[src/rtl/core/rcs_pkg.sv]
package rcs_pkg;

    localparam int TimeoutW = 24;
    localparam int CfgIdxW  = 3;

    localparam logic [TimeoutW-1:0] DefaultTimeoutRst  = 24'd1000;
    localparam logic [TimeoutW-1:0] TxDelayTimeoutRst  = 24'd0;
    localparam logic [TimeoutW-1:0] BufferTimeoutRst   = 24'd1000;
    localparam logic [TimeoutW-1:0] ModeTimeoutRst     = 24'd1000;
    localparam logic [TimeoutW-1:0] TxWaitTimeoutRst   = 24'd10000;
    localparam logic [TimeoutW-1:0] RxWaitTimeoutRst   = 24'd10000;
    localparam logic [TimeoutW-1:0] RxLongTimeoutRst   = 24'd100000;

    localparam logic [15:0] TxBufOffset = 16'd128;

    // configuration register indexes
    localparam logic [CfgIdxW-1:0] CFG_DEFAULT_TO  = 3'd0;
    localparam logic [CfgIdxW-1:0] CFG_TX_DELAY_TO = 3'd1;
    localparam logic [CfgIdxW-1:0] CFG_BUFFER_TO   = 3'd2;
    localparam logic [CfgIdxW-1:0] CFG_MODE_TO     = 3'd3;
    localparam logic [CfgIdxW-1:0] CFG_TX_WAIT_TO  = 3'd4;
    localparam logic [CfgIdxW-1:0] CFG_RX_WAIT_TO  = 3'd5;
    localparam logic [CfgIdxW-1:0] CFG_RX_LONG_TO  = 3'd6;
    localparam logic [CfgIdxW-1:0] CFG_FEM_PRESENT = 3'd7;

    // operation types
    localparam logic [2:0] OP_IDLE   = 3'd0;
    localparam logic [2:0] OP_RX     = 3'd1;
    localparam logic [2:0] OP_TX     = 3'd2;
    localparam logic [2:0] OP_CONFIG = 3'd3;
    localparam logic [2:0] OP_MODIFY = 3'd4;

    // transceiver commands
    localparam logic [3:0] CMD_NONE    = 4'd0;
    localparam logic [3:0] CMD_CLRIRQ  = 4'd1;
    localparam logic [3:0] CMD_CLRDIO  = 4'd2;
    localparam logic [3:0] CMD_IDLE    = 4'd3;
    localparam logic [3:0] CMD_RDREG   = 4'd4;
    localparam logic [3:0] CMD_WRREG   = 4'd5;
    localparam logic [3:0] CMD_WRBUF   = 4'd6;
    localparam logic [3:0] CMD_SETTX   = 4'd7;
    localparam logic [3:0] CMD_WAITDIO = 4'd8;
    localparam logic [3:0] CMD_SETRX   = 4'd9;
    localparam logic [3:0] CMD_SETFS   = 4'd10;
    localparam logic [3:0] CMD_PKTSTAT = 4'd11;
    localparam logic [3:0] CMD_RDBUF   = 4'd12;
    localparam logic [3:0] CMD_CUSTOM  = 4'd13;

    localparam logic [1:0] MASK_NONE    = 2'd0;
    localparam logic [1:0] MASK_ALL_DIO = 2'd1;
    localparam logic [1:0] MASK_DIO1    = 2'd2;
    localparam logic [1:0] MASK_ALL_IRQ = 2'd3;

    localparam logic [1:0] FEM_KEEP = 2'd0;
    localparam logic [1:0] FEM_TX   = 2'd1;
    localparam logic [1:0] FEM_RX   = 2'd2;
    localparam logic [1:0] FEM_OFF  = 2'd3;

    typedef enum logic [14:0] {
        PH_START   = 15'b000000000000001,
        PH_RREG    = 15'b000000000000010,
        PH_INIT_TX = 15'b000000000000100,
        PH_WBUF    = 15'b000000000001000,
        PH_CIRQ_TX = 15'b000000000010000,
        PH_CDIO_TX = 15'b000000000100000,
        PH_STX     = 15'b000000001000000,
        PH_WDIO_TX = 15'b000000010000000,
        PH_CIRQ_RX = 15'b000000100000000,
        PH_CDIO_RX = 15'b000001000000000,
        PH_SRX     = 15'b000010000000000,
        PH_WDIO_RX = 15'b000100000000000,
        PH_GPSR    = 15'b001000000000000,
        PH_RBUF    = 15'b010000000000000,
        PH_FINAL   = 15'b100000000000000
    } t_phase;

    typedef struct packed {
        logic                func;
        logic [2:0]          op_type;
        logic                use_tx_delay;
        logic                long_wait;
        logic [15:0]         reg_address;
        logic [7:0]          clear_mask;
        logic [7:0]          set_mask;
        logic [7:0]          tx_size;
        logic [7:0]          rx_size;
        logic [7:0]          cfg_command;
        logic                cmd_ok;
        logic [7:0]          read_data;
    } t_in_item;

    typedef struct packed {
        logic                op_done;
        logic [3:0]          command;
        logic [TimeoutW-1:0] cmd_timeout;
        logic [15:0]         location;
        logic [7:0]          size;
        logic [7:0]          write_data;
        logic [1:0]          mask_select;
        logic [1:0]          fem_mode;
        logic                packet_received;
        logic [2:0]          done_type;
        logic [7:0]          cfg_code;
    } t_result;

    typedef struct packed {
        logic [TimeoutW-1:0] default_to;
        logic [TimeoutW-1:0] tx_delay_to;
        logic [TimeoutW-1:0] buffer_to;
        logic [TimeoutW-1:0] mode_to;
        logic [TimeoutW-1:0] tx_wait_to;
        logic [TimeoutW-1:0] rx_wait_to;
        logic [TimeoutW-1:0] rx_long_to;
        logic                fem_present;
    } t_cfg;

endpackage

[src/rtl/core/rcs_cfg.sv]
module rcs_cfg (
    input  logic                            i_clk,
    input  logic                            i_rst_n,
    input  logic                            i_wr_en,
    input  logic [rcs_pkg::CfgIdxW-1:0]     i_wr_index,
    input  logic [rcs_pkg::TimeoutW-1:0]    i_wr_data,
    output rcs_pkg::t_cfg                   o_cfg
);
    import rcs_pkg::*;

    t_cfg r_cfg;

    always_ff @(posedge i_clk) begin
        if (!i_rst_n) begin
            r_cfg.default_to  <= DefaultTimeoutRst;
            r_cfg.tx_delay_to <= TxDelayTimeoutRst;
            r_cfg.buffer_to   <= BufferTimeoutRst;
            r_cfg.mode_to     <= ModeTimeoutRst;
            r_cfg.tx_wait_to  <= TxWaitTimeoutRst;
            r_cfg.rx_wait_to  <= RxWaitTimeoutRst;
            r_cfg.rx_long_to  <= RxLongTimeoutRst;
            r_cfg.fem_present <= 1'b0;
        end else if (i_wr_en) begin
            case (i_wr_index)
                CFG_DEFAULT_TO:  r_cfg.default_to  <= i_wr_data;
                CFG_TX_DELAY_TO: r_cfg.tx_delay_to <= i_wr_data;
                CFG_BUFFER_TO:   r_cfg.buffer_to   <= i_wr_data;
                CFG_MODE_TO:     r_cfg.mode_to     <= i_wr_data;
                CFG_TX_WAIT_TO:  r_cfg.tx_wait_to  <= i_wr_data;
                CFG_RX_WAIT_TO:  r_cfg.rx_wait_to  <= i_wr_data;
                CFG_RX_LONG_TO:  r_cfg.rx_long_to  <= i_wr_data;
                CFG_FEM_PRESENT: r_cfg.fem_present <= i_wr_data[0];
                default: ;
            endcase
        end
    end

    assign o_cfg = r_cfg;

endmodule

[src/rtl/core/rcs_seq.sv]
module rcs_seq (
    input  logic              i_clk,
    input  logic              i_rst_n,
    input  logic              i_advance,
    input  rcs_pkg::t_in_item i_item,
    input  rcs_pkg::t_cfg     i_cfg,
    output rcs_pkg::t_result  o_res
);
    import rcs_pkg::*;

    t_phase      r_phase, n_phase;
    logic [2:0]  r_held_type, n_held_type;
    logic [15:0] r_held_address, n_held_address;
    logic [7:0]  r_held_clear, n_held_clear;
    logic [7:0]  r_held_set, n_held_set;
    logic [7:0]  r_held_tx_size, n_held_tx_size;
    logic [7:0]  r_held_rx_size, n_held_rx_size;
    logic        r_held_long, n_held_long;
    logic        r_got_packet, n_got_packet;

    t_result     res;
    logic [2:0]  op_t;

    function automatic logic [1:0] fem_sel(input logic present, input logic [1:0] mode);
        fem_sel = present ? mode : FEM_KEEP;
    endfunction

    // unknown operation types run as idle
    assign op_t = (i_item.op_type > OP_MODIFY) ? OP_IDLE : i_item.op_type;

    always_comb begin
        res            = '0;
        n_phase        = r_phase;
        n_held_type    = r_held_type;
        n_held_address = r_held_address;
        n_held_clear   = r_held_clear;
        n_held_set     = r_held_set;
        n_held_tx_size = r_held_tx_size;
        n_held_rx_size = r_held_rx_size;
        n_held_long    = r_held_long;
        n_got_packet   = r_got_packet;

        if (i_item.func) begin
            if (r_phase == PH_START) begin
                n_held_type    = op_t;
                n_held_address = i_item.reg_address;
                n_held_clear   = i_item.clear_mask;
                n_held_set     = i_item.set_mask;
                n_held_tx_size = i_item.tx_size;
                n_held_rx_size = i_item.rx_size;
                n_held_long    = i_item.long_wait;
                n_got_packet   = 1'b0;
                case (op_t)
                    OP_RX: begin
                        res.command     = CMD_CLRIRQ;
                        res.cmd_timeout = i_cfg.default_to;
                        res.mask_select = MASK_ALL_IRQ;
                        n_phase         = PH_CIRQ_RX;
                    end
                    OP_TX: begin
                        if (i_item.use_tx_delay) begin
                            res.command     = CMD_IDLE;
                            res.cmd_timeout = i_cfg.tx_delay_to;
                            n_phase         = PH_INIT_TX;
                        end else begin
                            res.command     = CMD_WRBUF;
                            res.cmd_timeout = i_cfg.buffer_to;
                            res.location    = TxBufOffset;
                            res.size        = i_item.tx_size;
                            n_phase         = PH_WBUF;
                        end
                    end
                    OP_CONFIG: begin
                        if (i_item.cfg_command == 8'd0) begin
                            // empty config finishes at once
                            res.op_done   = 1'b1;
                            res.done_type = op_t;
                            n_phase       = PH_START;
                        end else begin
                            res.command     = CMD_CUSTOM;
                            res.cmd_timeout = i_cfg.default_to;
                            res.cfg_code    = i_item.cfg_command;
                            n_phase         = PH_FINAL;
                        end
                    end
                    OP_MODIFY: begin
                        res.command     = CMD_RDREG;
                        res.cmd_timeout = i_cfg.default_to;
                        res.location    = i_item.reg_address;
                        res.size        = 8'd1;
                        n_phase         = PH_RREG;
                    end
                    default: begin
                        res.command     = CMD_IDLE;
                        res.cmd_timeout = i_cfg.default_to;
                        n_phase         = PH_FINAL;
                    end
                endcase
            end
        end else begin
            case (r_phase)
                PH_START: ;
                PH_RREG: begin
                    if (i_item.cmd_ok) begin
                        res.command     = CMD_WRREG;
                        res.cmd_timeout = i_cfg.default_to;
                        res.location    = r_held_address;
                        res.size        = 8'd1;
                        res.write_data  = (i_item.read_data & ~r_held_clear) | r_held_set;
                        n_phase         = PH_FINAL;
                    end else begin
                        res.op_done   = 1'b1;
                        res.done_type = r_held_type;
                        n_phase       = PH_START;
                    end
                end
                PH_INIT_TX: begin
                    res.command     = CMD_WRBUF;
                    res.cmd_timeout = i_cfg.buffer_to;
                    res.location    = TxBufOffset;
                    res.size        = r_held_tx_size;
                    n_phase         = PH_WBUF;
                end
                PH_WBUF: begin
                    res.command     = CMD_CLRIRQ;
                    res.cmd_timeout = i_cfg.default_to;
                    res.mask_select = MASK_ALL_IRQ;
                    n_phase         = PH_CIRQ_TX;
                end
                PH_CIRQ_TX: begin
                    res.command     = CMD_CLRDIO;
                    res.cmd_timeout = i_cfg.default_to;
                    res.mask_select = MASK_ALL_DIO;
                    n_phase         = PH_CDIO_TX;
                end
                PH_CDIO_TX: begin
                    res.command     = CMD_SETTX;
                    res.cmd_timeout = i_cfg.mode_to;
                    res.fem_mode    = fem_sel(i_cfg.fem_present, FEM_TX);
                    n_phase         = PH_STX;
                end
                PH_STX: begin
                    res.command     = CMD_WAITDIO;
                    res.cmd_timeout = i_cfg.tx_wait_to;
                    res.mask_select = MASK_DIO1;
                    n_phase         = PH_WDIO_TX;
                end
                PH_WDIO_TX: begin
                    res.op_done         = 1'b1;
                    res.done_type       = r_held_type;
                    res.packet_received = r_got_packet && (r_held_type == OP_RX);
                    res.fem_mode        = fem_sel(i_cfg.fem_present, FEM_OFF);
                    n_phase             = PH_START;
                end
                PH_CIRQ_RX: begin
                    res.command     = CMD_CLRDIO;
                    res.cmd_timeout = i_cfg.default_to;
                    res.mask_select = MASK_ALL_DIO;
                    n_phase         = PH_CDIO_RX;
                end
                PH_CDIO_RX: begin
                    res.command     = CMD_SETRX;
                    res.cmd_timeout = i_cfg.mode_to;
                    res.fem_mode    = fem_sel(i_cfg.fem_present, FEM_RX);
                    n_phase         = PH_SRX;
                end
                PH_SRX: begin
                    res.command     = CMD_WAITDIO;
                    res.cmd_timeout = r_held_long ? i_cfg.rx_long_to : i_cfg.rx_wait_to;
                    res.mask_select = MASK_DIO1;
                    n_phase         = PH_WDIO_RX;
                end
                PH_WDIO_RX: begin
                    res.fem_mode = fem_sel(i_cfg.fem_present, FEM_OFF);
                    if (i_item.cmd_ok) begin
                        n_got_packet    = 1'b1;
                        res.command     = CMD_PKTSTAT;
                        res.cmd_timeout = i_cfg.default_to;
                        n_phase         = PH_GPSR;
                    end else begin
                        // receive wait failed: fall back to fs
                        n_got_packet    = 1'b0;
                        res.command     = CMD_SETFS;
                        res.cmd_timeout = i_cfg.mode_to;
                        n_phase         = PH_FINAL;
                    end
                end
                PH_GPSR: begin
                    res.command     = CMD_RDBUF;
                    res.cmd_timeout = i_cfg.buffer_to;
                    res.location    = 16'd0;
                    res.size        = r_held_rx_size;
                    n_phase         = PH_RBUF;
                end
                default: begin
                    res.op_done         = 1'b1;
                    res.done_type       = r_held_type;
                    res.packet_received = r_got_packet && (r_held_type == OP_RX);
                    n_phase             = PH_START;
                end
            endcase
        end
    end

    always_ff @(posedge i_clk) begin
        if (!i_rst_n) begin
            r_phase      <= PH_START;
            r_held_type  <= OP_IDLE;
            r_got_packet <= 1'b0;
        end else if (i_advance) begin
            r_phase      <= n_phase;
            r_held_type  <= n_held_type;
            r_got_packet <= n_got_packet;
        end
    end

    always_ff @(posedge i_clk) begin
        if (!i_rst_n) begin
            r_held_address <= '0;
            r_held_clear   <= '0;
            r_held_set     <= '0;
            r_held_tx_size <= '0;
            r_held_rx_size <= '0;
            r_held_long    <= 1'b0;
        end else if (i_advance) begin
            r_held_address <= n_held_address;
            r_held_clear   <= n_held_clear;
            r_held_set     <= n_held_set;
            r_held_tx_size <= n_held_tx_size;
            r_held_rx_size <= n_held_rx_size;
            r_held_long    <= n_held_long;
        end
    end

    assign o_res = res;

endmodule

[src/rtl/core/radio_phy_command_sequencer_unit.sv]
// Transceiver command sequencer, one radio operation at a time.
// Input stream s_axis: tuser = 1 for a new operation request, 0 for a
// command-done event (cmd_ok, read_data). Requests are honored only between
// operations; an item out of place still yields one all-zero result.
// Output stream m_axis: exactly one result per input item, in order. tuser is
// op_done; tdata carries the next command with its timeout and arguments.
// Configuration channel: i_cfg_valid/o_cfg_ready with a 3-bit register index
// and 24-bit data; always ready, write only while no item is in flight.
// Path: an accepted item lands in the input register, is decided against
// the phase register and is registered into the result register that drives
// m_axis; while m_axis stalls it waits in the input register.
// Throughput is one item per cycle while m_axis does not stall; the
// phase/operand registers and the result register advance together.
// Reset (synchronous, active low) returns the phase to start, loads the
// register defaults and empties both stages.
// When m_axis stalls, the result register holds and the input register fills;
// s_axis_tready then drops until the result is taken, so nothing is lost.
module radio_phy_command_sequencer_unit (
    input  logic                          i_clk,
    input  logic                          i_rst_n,
    input  logic                          s_axis_tvalid,
    output logic                          s_axis_tready,
    // op_type[2:0], use_tx_delay[3], long_wait[4], reg_address[20:5],
    // clear_mask[28:21], set_mask[36:29], tx_size[44:37], rx_size[52:45],
    // cfg_command[60:53], cmd_ok[61], read_data[69:62], zero[71:70]
    input  logic [71:0]                   s_axis_tdata,
    // func[0]
    input  logic                          s_axis_tuser,
    output logic                          m_axis_tvalid,
    input  logic                          m_axis_tready,
    // command[3:0], cmd_timeout[27:4], location[43:28], size[51:44],
    // write_data[59:52], mask_select[61:60], fem_mode[63:62],
    // packet_received[64], done_type[67:65], cfg_code[75:68], zero[79:76]
    output logic [79:0]                   m_axis_tdata,
    // op_done[0]
    output logic                          m_axis_tuser,
    input  logic                          i_cfg_valid,
    output logic                          o_cfg_ready,
    input  logic [rcs_pkg::CfgIdxW-1:0]   i_cfg_index,
    input  logic [rcs_pkg::TimeoutW-1:0]  i_cfg_data
);
    import rcs_pkg::*;

    t_cfg     cfg;
    t_in_item in_item;
    t_result  res;

    logic     r_in_valid;
    t_in_item r_in_item;
    logic     r_out_valid;
    t_result  r_out_res;
    logic     out_free;
    logic     advance;

    assign o_cfg_ready = 1'b1;

    rcs_cfg u_cfg (
        .i_clk      (i_clk),
        .i_rst_n    (i_rst_n),
        .i_wr_en    (i_cfg_valid),
        .i_wr_index (i_cfg_index),
        .i_wr_data  (i_cfg_data),
        .o_cfg      (cfg)
    );

    assign in_item.func         = s_axis_tuser;
    assign in_item.op_type      = s_axis_tdata[2:0];
    assign in_item.use_tx_delay = s_axis_tdata[3];
    assign in_item.long_wait    = s_axis_tdata[4];
    assign in_item.reg_address  = s_axis_tdata[20:5];
    assign in_item.clear_mask   = s_axis_tdata[28:21];
    assign in_item.set_mask     = s_axis_tdata[36:29];
    assign in_item.tx_size      = s_axis_tdata[44:37];
    assign in_item.rx_size      = s_axis_tdata[52:45];
    assign in_item.cfg_command  = s_axis_tdata[60:53];
    assign in_item.cmd_ok       = s_axis_tdata[61];
    assign in_item.read_data    = s_axis_tdata[69:62];

    assign out_free      = !r_out_valid || m_axis_tready;
    assign advance       = r_in_valid && out_free;
    assign s_axis_tready = !r_in_valid || out_free;

    rcs_seq u_seq (
        .i_clk     (i_clk),
        .i_rst_n   (i_rst_n),
        .i_advance (advance),
        .i_item    (r_in_item),
        .i_cfg     (cfg),
        .o_res     (res)
    );

    always_ff @(posedge i_clk) begin
        if (!i_rst_n) begin
            r_in_valid  <= 1'b0;
            r_out_valid <= 1'b0;
        end else begin
            if (s_axis_tready) begin
                r_in_valid <= s_axis_tvalid;
            end
            if (out_free) begin
                r_out_valid <= r_in_valid;
            end
        end
    end

    always_ff @(posedge i_clk) begin
        if (s_axis_tvalid && s_axis_tready) begin
            r_in_item <= in_item;
        end
        if (advance) begin
            r_out_res <= res;
        end
    end

    assign m_axis_tvalid = r_out_valid;
    assign m_axis_tuser  = r_out_res.op_done;
    assign m_axis_tdata  = {4'd0,
                            r_out_res.cfg_code,
                            r_out_res.done_type,
                            r_out_res.packet_received,
                            r_out_res.fem_mode,
                            r_out_res.mask_select,
                            r_out_res.write_data,
                            r_out_res.size,
                            r_out_res.location,
                            r_out_res.cmd_timeout,
                            r_out_res.command};

endmodule

[config.mk]
export PLATFORM = sky130hd
export DESIGN_NAME = radio_phy_command_sequencer_unit
export DESIGN_NICKNAME = d
export VERILOG_FILES = /design/src/rtl/core/rcs_pkg.sv /design/src/rtl/core/rcs_cfg.sv /design/src/rtl/core/rcs_seq.sv /design/src/rtl/core/radio_phy_command_sequencer_unit.sv
export SDC_FILE = /design/constraint.sdc
export NUM_CORES = 1
export LEC_CHECK = 0
export BUFFER_PORTS_ARGS = -buffer_cell sky130_fd_sc_hd__buf_2
export CAP_MARGIN = 20
export CORE_MARGIN = 4
export CORE_UTILIZATION = 63
export DETAILED_ROUTE_END_ITERATION = 8
export PLACE_DENSITY = 0.82
export REMOVE_ABC_BUFFERS = 1
export SETUP_SLACK_MARGIN = 0.02
export SLEW_MARGIN = 30
export SYNTH_ARGS = -nofsm -noshare
export SYNTH_HDL_FRONTEND = slang
export SYNTH_SLANG_ARGS = --single-unit
[constraint.sdc]
create_clock -name i_clk -period 5.3 [get_ports i_clk]
set_input_delay 0.53 -clock i_clk [delete_from_list [all_inputs] [get_ports i_clk]]
set_output_delay 0.53 -clock i_clk [all_outputs]
set_load 0.03 [all_outputs]
# Word-level counts from Yosys, hierarchy flattened
# Cells that the tools add are included.
[word_totals] register_bits=387 inputBits=105 word_cells=150
[classes] magnitude_cmp=1 eq_ne=27 n_mux=44 n_bitwise=8 reduce_logical=28
[op_table] op="28-bit one-hot mux with 10 select lines" count=1
[op_table] op="15-bit one-hot mux with 12 select lines" count=1
[op_table] op="28-bit one-hot mux with 4 select lines" count=1
[op_table] op="53-bit 2-to-1 mux" count=2
[op_table] op="15-bit 2-to-1 mux" count=5
[op_table] op="24-bit one-hot mux with 3 select lines" count=1
[op_table] op="15-bit one-hot mux with 4 select lines" count=1
[op_table] op="59-bit 2-to-1 mux" count=1
[op_table] op="24-bit one-hot mux with 2 select lines" count=1
[op_table] op="28-bit 2-to-1 mux" count=1
[op_table] op="27-bit 2-to-1 mux" count=1
[op_table] op="25-bit 2-to-1 mux" count=1
[op_table] op="24-bit 2-to-1 mux" count=1
[op_table] op="11-bit 2-to-1 mux" count=2
[op_table] op="16-bit 2-to-1 mux" count=1
[op_table] op="2-bit AND reduction" count=8
[op_table] op="15-bit by 1-bit == test with 1-bit output, second input constant" count=1
[op_table] op="15-bit by 10-bit == test with 1-bit output, second input constant" count=1
[op_table] op="15-bit by 11-bit == test with 1-bit output, second input constant" count=1
[op_table] op="15-bit by 12-bit == test with 1-bit output, second input constant" count=1
[op_table] op="15-bit by 13-bit == test with 1-bit output, second input constant" count=1
[op_table] op="15-bit by 2-bit == test with 1-bit output, second input constant" count=1
[op_table] op="15-bit by 3-bit == test with 1-bit output, second input constant" count=1
[op_table] op="15-bit by 4-bit == test with 1-bit output, second input constant" count=1
[op_table] op="other kinds (35)" count=71

# Longest topological paths before layout
# Gate-level depths: netlist (run 1).
[logic_depth] ltp_word=6 ltp_mapped=11 ltp_nobuf=7

# Modules after synthesis
# Synthesis (run 1) repeated with hierarchy kept, for this count alone.
[hier_totals] hier_cells=1479 hier_area_um2=16229.3
[by_module_without_submodules] mod="rcs_cfg" n_inst=1 cells_per_inst=600 area_per_inst_um2=6312.3 seq_area_each_um2=3383.2
[by_module_without_submodules] mod="rcs_seq" n_inst=1 cells_per_inst=715 area_per_inst_um2=5323.9 seq_area_each_um2=1361.3
[by_module_without_submodules] mod="radio_phy_command_sequencer_unit" n_inst=1 cells_per_inst=164 area_per_inst_um2=4593.2 seq_area_each_um2=4484.3

# Worst setup path after synthesis (run 1)
# OpenSTA, ideal clock, no wires.
[synth_path] path_kind="register to register" startpoint="register r_out_valid (netlist: m_axis_tvalid)" endpoint="register u_seq.r_held_address[0]" t_arrival_ns=3.337 t_required_ns=5.224 slack_ns=1.888 stages_incl_launch_ff=9 period_less_slack_ns=3.412 path_cell_list="dfxtp_1 nor2b_1 nand2b_1 inv_1 and4_1 clkbuf_1 clkbuf_1 nand2_1 a21boi_0"
[synth_between] elab_chain_len=4
[synth_rtl] item="start: declaration" line_no="radio_phy_command_sequencer_unit.sv:50" source="logic r_out_valid;"
[synth_rtl] item="start signal: assignment" line_no="radio_phy_command_sequencer_unit.sv:101" source="r_out_valid <= r_in_valid;"
[synth_rtl] item="1-bit logical NOT" line_no="radio_phy_command_sequencer_unit.sv:79" source="assign out_free = !r_out_valid || m_axis_tready;"
[synth_rtl] item="1-bit logical OR" line_no="radio_phy_command_sequencer_unit.sv:79"
[synth_rtl] item="1-bit logical AND" line_no="radio_phy_command_sequencer_unit.sv:80" source="assign advance = r_in_valid && out_free;"
[synth_rtl] item="via advance" line_no="radio_phy_command_sequencer_unit.sv:53" source="logic advance;"
[synth_rtl] item="3-bit AND reduction (no line)"
[synth_rtl] item="end signal: assignment" line_no="rcs_seq.sv:226" source="r_held_address <= n_held_address;"
[synth_rtl] item="end: declaration" line_no="rcs_seq.sv:13" source="logic [15:0] r_held_address, n_held_address;"
# The timed path passes the listed nets, and every way through them passes these cells.
# A chain may end at the register's enable or synchronous reset.

==> results.py, run 1 <==
metrics = {
    "synth": {
        "ys_seq_area_frac": 0.5553,
        "synth_cell_type_count": 67,
        "synth_common_cells": "478 x nand2_1, 239 x dfxtp_1, 196 x a21boi_0",
        "async_flop_share": 0,
        "netlist_area_sq_um": 16620,
        "synth.avg_cell_area_sq_um": 9.764,
        "ys_seq_elements": 387,
        "synth_area_leaders": "dfxtp_1 29%, edfxtp_1 27%, nand2_1 11%",
        "syn_inst": 1702,
        "post-synth-top-count-cell": "nand2_1",
        "synth_edf_count": 148,
        "yosysTopAreaCellShare": 0.2879,
        "yosys_warnings": 0,
        "synthFlopType": "dfxtp_1",
        "netlist.top_cell.by_area": "dfxtp_1",
    },
    "timing": {
        "slew_headroom": 0.3374,
        "fin_setup_tns_ns": 0,
        "tightest_slew_ns": 0.9902,
        "period_minus_slack_ns": 3.204,
        "clock_skew_ns": 0.01063,
        "period_share": 0.6045,
        "hold_viol": 0,
        "fmax_mhz": 312.1,
        "grt_setup_unrepaired": "false",
        "slew_viol_final": 0,
        "setup_viol": 0,
    },
    "clock_network": {
        "ctsResizeCount": 0,
        "hold_buffers": 0,
        "clock_sinks": 387,
        "path_clk_slew_ns": 0.06,
        "numCtsBuffers": 39,
        "htree_levels": 2,
        "cts_tree": "done",
        "clockBufferDepth": 3,
        "clk_latency_ns": 0.53,
        "cts_root_buf": "clkbuf_16",
        "postCtsSetupBuffers": 0,
    },
    "global_route": {
        "grt_max_degree": 112,
        "grt_pass1_vias": 13200,
        "antenna_found_initial": 5,
        "grt.total_usage": 0.2955,
        "grt_pass1_wl_microns": 68900,
        "grt_overflow": 0,
    },
    "drt": {
        "routed_wl_microns": 43700,
        "drc": 0,
        "wl_per_cell_microns": 19.87,
        "first_pass_iters": 8,
        "routed-via-count": 13360,
        "ant_nets": 0,
        "drtIter0Drc": 1466,
        "vias_per_cell": 6.075,
    },
    "critical_path": {
        "crit_fanout": 18,
        "cpMaxStageDelayCell": "nor4_2",
        "arrival_ns": 3.57,
        "crit_buf_inv": 1,
        "max_stage_delay_ns": 0.80,
        "end_kind": "register",
        "reg2reg_from": "u_seq.r_phase[4]",
        "cp_top_family": "simple AND/OR/NAND/NOR gates",
        "setup.worst_path.start": "u_seq.r_phase[4]",
        "crit_type": "register to register",
        "required_ns": 5.67,
        "crit_path_start_kind": "register",
        "cp_cell_sequence": "nor4_2 > nand4_1 > nor2_2 > buf_4 > a22oi_1 > and3_1 > o22ai_2",
    },
    "worst_hold_path": {
        "hp-start": "s_axis_tuser",
        "hold_path.class": "primary input to register",
    },
    "pwr": {
        "vdd_drop_max_mv": 0.3247,
        "leakagePower_nw": 6.766,
        "powerDensity_nw_per_um2": 335.7,
    },
    "cells_and_area": {
        "synthToLayoutAreaGrowth_pct": 14.03,
        "nets": 1935,
        "multi_input_area_sq_um": 6824,
        "n_fill_cell": 1906,
        "fin_cells": 2199,
        "register_area_sq_um": 9229,
        "layout-drive-gt1-share": 0.1789,
    },
    "die": {
        "start_util": 0.6395,
        "core_area_sq_um": 25980,
        "ios": 189,
        "num_rows": 59,
        "die_y_microns": 170.4,
        "die-area_sq_um": 29040,
        "die_w_microns": 170.4,
    },
    "placement": {
        "portBuffers": 181,
        "hpwl_microns": 25700,
        "place_congestion": 0.9130,
        "dpl.cell_count": 2124,
    },
    "status": {
        "outcome": "complete, no violations",
    },
    "flow_run": {
        "cap_violations": 0,
    },
}
worst register-to-register path, delay by kind of cell (launching register included):
family	cells	cell delay (ns)
AOI/OAI and AO/OA	2	0.29
and+or+nand+nor	4	1.97
buffers and inverters	1	0.40
DFF	1	0.40
placed cells by master (no fill, tap or decap), drive strengths merged, types with 6 or more instances in the layout:
cell type / synthesis / routed
o21ai: 18 / 18
a221oi: 6 / 6
nor3: 14 / 14
a22oi: 54 / 54
and3: 28 / 28
o22ai: 28 / 28
a22o: 15 / 15
clkinv: 1 / 9
o21a: 6 / 6
a21oi: 45 / 45
nor2b: 10 / 10
edfxtp: 148 / 148
mux2i: 32 / 32
dfxtp: 239 / 239
clkbuf: 94 / 63
a21boi: 196 / 196
nand2b: 12 / 12
nand3: 42 / 42
a222oi: 18 / 18
inv: 13 / 13
and2: 18 / 18
nor2: 66 / 66
mux2: 18 / 18
buf: 34 / 212
nor4: 10 / 10
nand2: 478 / 478
routing by layer:
metal  share of wire  global-route usage  up-vias
met5         0.00060                   0        -
li1                -                   -     6243
met1            0.39              0.3938     6325
met3           0.094             0.04971      137
met4           0.033              0.1184        4
met2            0.48              0.4852      651
final timing paths:
| path | end | slack (ns) | cells after the start |
|---|---|---|---|
| setup / recovery | m_axis_tdata[20] | 2.10 | 7 |
| hold / removal | r_in_item[70] | 0.17 | 1 |
| setup reg to reg | m_axis_tdata[20] | 2.10 | 7 |
| hold reg to reg | u_cfg.o_cfg[24] | 0.46 | 2 |
registers in the layout, indices dropped and copies added, names as in the netlist, 3 cells and up:
signal	cells
m_axis_tdata	76
r_in_item	71
u_cfg.o_cfg	169
u_seq.r_held_address	16
u_seq.r_held_clear	8
u_seq.r_held_rx_size	8
u_seq.r_held_set	8
u_seq.r_held_tx_size	8
u_seq.r_held_type	3
u_seq.r_phase	15
report_power, final:
part	internal (mW)	switching (mW)	total [mW]
combinational	0.145	0.292	0.437
clock	1.56	1.11	2.68
sequential	3.20	0.0528	3.25
total	4.90	1.46	6.36
metrics by stage:
step	setup slack (ns)	hold WS [ns]	util	area, sq um	power [mW]
final	2.096	0.1693	0.7292	18950	6.362
after global routing	1.937	0.1539	0.7292	18950	6.561
after floorplan	0.5450	0.4331	-	16070	3.545
after global placement	2.344	0.4445	0.6788	17640	3.722
after detailed placement	2.303	0.4536	0.6807	17690	3.740
after CTS	2.237	0.1575	0.7288	18940	6.376
cell type report:
cell class	count	area share
multi-input combinational	1176	0.3601
tap	335	0.02212
timing repair buffer	212	0.06147
clock buffer	63	0.06160
sequential	387	0.4870
clock inverter	9	0.004424
antenna	3	0.0003962
inverter	14	0.002839
cell families (layout without fill, tap and decap cells):
kind of cell	Yosys count	in the layout	share of synthesized area
other	2	8	0.0004519
muxes	50	50	0.03147
xor gates and xnor gates	3	3	0.001581
DFF	387	387	0.5553
AOI/OAI and AO/OA	408	408	0.1860
and+or+nand+nor	710	710	0.1882
buffers and inverters	142	298	0.03697
No activity file was read; power rests on OpenSTA's default activity.
==> run 2: changes to the inputs <==
ABC_AREA = 1   (was default)
CORE_UTILIZATION = 58   (was 63)
PLACE_DENSITY = 0.76   (was 0.82)
clock period = 3.3 ns   (was 5.3 ns; I/O delays follow)
==> run 2 against run 1 <==
  * Clock power up 72%
  * Cell area up 1.8%
  * Routed wire length up 0.14%
  * Cell count up 14%
  * Sequential share of layout area down 0.85 points
  * Count of clock-buffer cells in the layout down 2
  * Die area up 4.6%
  * Area after synthesis down 3.5%
  * Worst setup slack worse by 1.5 ns
  * Utilization down 1.8 points
  * Largest power group unchanged
==> results.py, run 2 <==
metrics = {
    "synth": {
        "synthFlopType": "dfxtp_1",
        "synth_edf_count": 148,
        "netlist.top_cell.by_area": "dfxtp_1",
        "yosysTopAreaCellShare": 0.2983,
        "synth.avg_cell_area_sq_um": 8.544,
        "async_flop_share": 0,
        "post-synth-top-count-cell": "nor2_1",
        "yosys_warnings": 0,
        "synth_common_cells": "349 x nor2_1, 304 x nand2_1, 259 x o21ai_0",
        "ys_seq_elements": 387,
        "netlist_area_sq_um": 16040,
        "syn_inst": 1877,
        "synth_area_leaders": "dfxtp_1 30%, edfxtp_1 28%, nor2_1 8.2%",
        "ys_seq_area_frac": 0.5754,
        "synth_cell_type_count": 36,
    },
    "cells_and_area": {
        "layout_common_cells": "348 x nor2_1, 304 x nand2_1, 259 x o21ai_0",
        "n_fill_cell": 2047,
        "synthToLayoutAreaGrowth_pct": 20.26,
        "nets": 2207,
        "largest_reg_flops": 169,
        "fin_cells": 2509,
        "fin_util": 0.7117,
        "final_common_cell": "nor2_1",
        "layout-drive-gt1-share": 0.1481,
    },
    "timing": {
        "fin_setup_tns_ns": 0,
        "period_share": 0.8171,
        "slew_headroom": 0.3985,
        "grt_setup_unrepaired": "false",
        "hold_ws_ns": 0.08754,
        "period_minus_slack_ns": 2.697,
        "clock_skew_ns": 0.01771,
        "setup_viol": 0,
        "tightest_slew_ns": 0.8967,
        "slew_viol_final": 0,
        "hold_viol": 0,
        "fin_ws_ns": 0.6035,
        "fmax_mhz": 370.8,
    },
    "drt": {
        "first_pass_iters": 5,
        "vias_per_cell": 5.574,
        "topRoutingLayerUsed": "met5",
        "met2_length_microns": 21020,
        "drt-met1-wl_microns": 17510,
        "ant_nets": 0,
        "wl_per_cell_microns": 17.44,
        "routed-via-count": 13980,
        "dr_wl_met3_microns": 3526,
        "drtIter0Drc": 1431,
        "routed_wl_microns": 43760,
        "drc": 0,
    },
    "global_route": {
        "antenna_found_initial": 5,
        "grt_max_degree": 126,
        "grt.total_usage": 0.2806,
        "grt_pass1_vias": 13360,
        "grt_overflow": 0,
        "grt_pass1_wl_microns": 69430,
    },
    "placement": {
        "portBuffers": 181,
        "post-place-ws_ns": 0.6982,
        "place_congestion": 0.8680,
        "hpwl_microns": 25660,
        "dpl.cell_count": 2361,
    },
    "die": {
        "die-area_sq_um": 30380,
        "die_w_microns": 174.3,
        "start_util": 0.5918,
        "die_y_microns": 174.3,
        "core_area_sq_um": 27100,
        "num_rows": 60,
        "ios": 189,
    },
    "critical_path": {
        "crit_type": "register to register",
        "end_kind": "register",
        "crit_path_start_kind": "register",
        "required_ns": 3.70,
        "worst_r2r_endpoint": "m_axis_tdata[49]",
        "setup.worst_path.start": "u_seq.r_phase[8]",
        "cp-endpoint": "m_axis_tdata[49]",
        "rrSetupSlack_ns": 0.60,
        "reg2reg_from": "u_seq.r_phase[8]",
        "crit_fanout": 27,
        "arrival_ns": 3.10,
        "r2r_cells": 10,
    },
    "clock_network": {
        "clockBufferDepth": 3,
        "numCtsBuffers": 40,
        "clk_latency_ns": 0.54,
        "cts_root_buf": "clkbuf_16",
        "clock_sinks": 387,
        "htree_levels": 2,
        "path_clk_slew_ns": 0.06,
        "ctsResizeCount": 0,
        "cts_tree": "done",
    },
    "pwr": {
        "leakagePower_nw": 8.139,
        "vdd_drop_max_mv": 0.4942,
        "powerDensity_nw_per_um2": 556.4,
    },
    "flow_run": {
        "cap_violations": 0,
    },
    "worst_hold_path": {
        "hold_path.class": "primary input to register",
        "hp-start": "m_axis_tready",
    },
    "status": {
        "outcome": "complete, no violations",
    },
}
run 2: per-stage QoR:
step / power, mW / instance area, sq um
after CTS: 10.74 / 19280
after detailed placement: 6.122 / 17200
final: 10.73 / 19290
after global placement: 6.093 / 17200
after floorplan: 5.787 / 15570
after global routing: 11.08 / 19290
run 2: worst min-delay path by stage:
stage,end,slack (ns),depth (start not counted)
2_1_floorplan,u_cfg.o_cfg[53],0.41,1
3_3_place_gp,u_cfg.o_cfg[36],0.43,2
5_1_grt,m_axis_tvalid,0.1,4
6_report,m_axis_tvalid,0.09,4
4_1_cts,m_axis_tvalid,0.07,4
3_5_place_dp,u_cfg.o_cfg[50],0.44,2
run 2: cell families after synthesis:
kind of cell           synth area share
AND/OR/NAND/NOR                  0.2003
buffers and inverters           0.06787
flip-flops                       0.5754
AO/OA/AOI/OAI                    0.1560
other                         0.0004683
run 2: worst max-delay path, stage by stage, from the launching register on:
cell	delay [ns]
dfxtp_1	0.33
nor2_2	0.17
nand2_2	0.12
nor2_8	0.44
nand3_1	0.23
nand2_1	0.53
inv_2	0.18
nand2_1	0.11
nand2_1	0.08
inv_2	0.16
a22o_1	0.19
run 2: layout make-up:
type                       instances  area [sq um]  share of cell area
sequential                       387          9230              0.4786
multi-input combinational       1228          5734              0.2973
timing repair buffer             282          1869             0.09692
clock buffer                      61          1224             0.06344
inverter                         163         614.3             0.03185
tap                              372         465.4             0.02413
clock inverter                    13         142.6            0.007395
antenna                            3         7.507           0.0003892
run 2: routing by layer:
layer	global-route usage	vias up
li1	-	6675
met1	0.3625	6496
met2	0.4699	674
met3	0.04698	135
met4	0.1188	4
met5	0	-
run 2: repair_timing:
action	CTS	global route
setup buffers	0	0
hold buffers	71	0
hold endpoints to repair	71	0
run 2: power breakdown:
group	total (mW)	internal (mW)	switching [mW]
clock network	4.62	2.74	1.88
registers	5.27	5.18	0.0956
logic	0.836	0.271	0.564
total	10.7	8.19	2.54
==> run 3: changes to the inputs <==
clock period = 2.7 ns   (was 3.3 ns; I/O delays follow)
==> run 3 against run 2 <==
  * Maximum frequency increased by 11%
  * Utilization increased by 0.41 points
  * First-iteration DRC count decreased by 6.8%
  * Largest power group unchanged
==> results.py, run 3 (synthesis gave the netlist of run 2 again) <==
metrics = {
    "clock_network": {
        "htree_levels": 2,
        "numCtsBuffers": 40,
        "cts_tree": "done",
        "path_clk_slew_ns": 0.06,
        "ctsResizeCount": 0,
        "clockBufferDepth": 3,
        "hold_buffers": 71,
        "clk_latency_ns": 0.54,
        "clock_sinks": 387,
        "postCtsSetupBuffers": 0,
        "cts_root_buf": "clkbuf_16",
    },
    "global_route": {
        "grt_overflow": 0,
        "grt_pass1_vias": 13480,
        "grt_max_degree": 92,
        "grt.total_usage": 0.2769,
        "use_met3": 0.04002,
        "grt_use_met1": 0.3519,
        "gr-usage-met2": 0.4813,
        "antenna_found_initial": 2,
        "busiest_layer": "met2",
        "grt_pass1_wl_microns": 68690,
    },
    "timing": {
        "fin_ws_ns": 0.2750,
        "setup_viol": 0,
        "hold_viol": 0,
        "fmax_mhz": 412.4,
        "slew_viol_final": 0,
        "period_share": 0.8982,
        "slew_headroom": 0.3964,
        "tightest_slew_ns": 0.8998,
        "clock_skew_ns": 0.01931,
        "period_minus_slack_ns": 2.425,
        "grt_setup_unrepaired": "false",
    },
    "placement": {
        "hpwl_microns": 25740,
        "post-place-ws_ns": 0.3598,
        "portBuffers": 181,
        "dpl_cell_area_sq_um": 17270,
        "place_congestion": 0.9030,
    },
    "drt": {
        "ant_nets": 0,
        "vias_per_cell": 5.521,
        "wl_per_cell_microns": 17.19,
        "drc": 0,
        "first_pass_iters": 7,
        "drtIter0Drc": 1334,
        "routed-via-count": 13890,
        "routed_wl_microns": 43250,
    },
    "critical_path": {
        "max_stage_delay_ns": 0.41,
        "arrival_ns": 2.79,
        "required_ns": 3.06,
        "cpMaxStageDelayCell": "nor2_8",
        "end_kind": "register",
        "crit_path_start_kind": "register",
        "crit_type": "register to register",
        "crit_fanout": 27,
        "cp_cell_sequence": "nor2_2 > nand2_2 > nor2_8 > nand3_1 > nand3_1 > nand3b_2 > nand2_2 > clkinv_2 > buf_12 > nand2_1 > nand2_1",
    },
    "die": {
        "num_rows": 60,
        "start_util": 0.5918,
        "die-area_sq_um": 30380,
        "die_w_microns": 174.3,
        "core_area_sq_um": 27100,
        "die_y_microns": 174.3,
        "ios": 189,
    },
    "pwr": {
        "vdd_drop_max_mv": 0.6058,
        "p_sw_mw": 3.063,
        "p_int_mw": 10.16,
        "p_seq_frac": 0.487,
        "p_clk_frac": 0.435,
        "p_comb_frac": 0.078,
        "netSwitchingFraction": 0.2316,
        "power_mw": 13.23,
        "leakagePower_nw": 8.220,
        "powerDensity_nw_per_um2": 681.8,
    },
    "cells_and_area": {
        "layout_common_cells": "348 x nor2_1, 304 x nand2_1, 259 x o21ai_0",
        "stdcell_area_sq_um": 19400,
        "synthToLayoutAreaGrowth_pct": 20.95,
        "largest_reg_flops": 169,
        "final_common_cell": "nor2_1",
        "layout-drive-gt1-share": 0.1545,
        "nets": 2215,
    },
    "status": {
        "outcome": "complete, no violations",
    },
    "flow_run": {
        "cap_violations": 0,
    },
    "worst_hold_path": {
        "hold_path.class": "primary input to register",
    },
}
[run 3: final timing paths]
check                                       from               to  slack [ns]  cells after the start
worst max-delay path            u_seq.r_phase[8]  m_axis_tdata[4]        0.27                     11
worst min-delay path               m_axis_tready    m_axis_tvalid        0.04                      4
worst max register to register  u_seq.r_phase[8]  m_axis_tdata[4]        0.27                     11
worst min register to register   u_cfg.o_cfg[36]  u_cfg.o_cfg[36]        0.45                      2
[run 3: per-stage QoR]
| stage | utilization | std cells | TNS (ns) | hold slack (ns) |
|---|---|---|---|---|
| finish | 0.7158 | 2516 | 0 | 0.04377 |
| detailed placement | 0.6374 | 2369 | 0 | 0.4388 |
| floorplan | - | 1778 | -68.43 | 0.3541 |
| global placement | 0.6374 | 2369 | 0 | 0.4332 |
| CTS | 0.7156 | 2514 | 0 | 0.02277 |
| global route | 0.7158 | 2516 | 0 | 0.05145 |
[run 3: critical path, delay by kind of cell (launching register included)]
family                 cells  cell delay, ns
and+or+nand+nor            9            1.51
DFF                        1            0.33
buffers and inverters      2            0.40
[run 3: metal layers]
layer / share of wire / routed length, microns / vias to the layer above
met5: 0 / 0 / -
met4: 0.030 / 1282 / 0
met3: 0.079 / 3428 / 89
met2: 0.49 / 21290 / 608
met1: 0.40 / 17250 / 6493
li1: - / - / 6702
[run 3: area by class of cell]
class / count / area (sq um)
clock buffers: 57 / 1241
multi-input cells: 1228 / 5734
diodes: 2 / 5.005
fillers: 1996 / 7702
well taps: 372 / 465.4
flip-flops and latches: 387 / 9229
inverters: 163 / 614.3
clock inverters: 17 / 167.7
repair buffers: 290 / 1942
[run 3: power groups by stage]
stage | combinational, mW | sequential, mW | clock (mW)
after global placement | 0.905 | 6.55 | 0
after global routing | 1.13 | 6.46 | 6.08
final | 1.03 | 6.44 | 5.76
after CTS | 1.02 | 6.44 | 5.80
after floorplan | 0.425 | 6.65 | 0
after detailed placement | 0.928 | 6.56 | 0
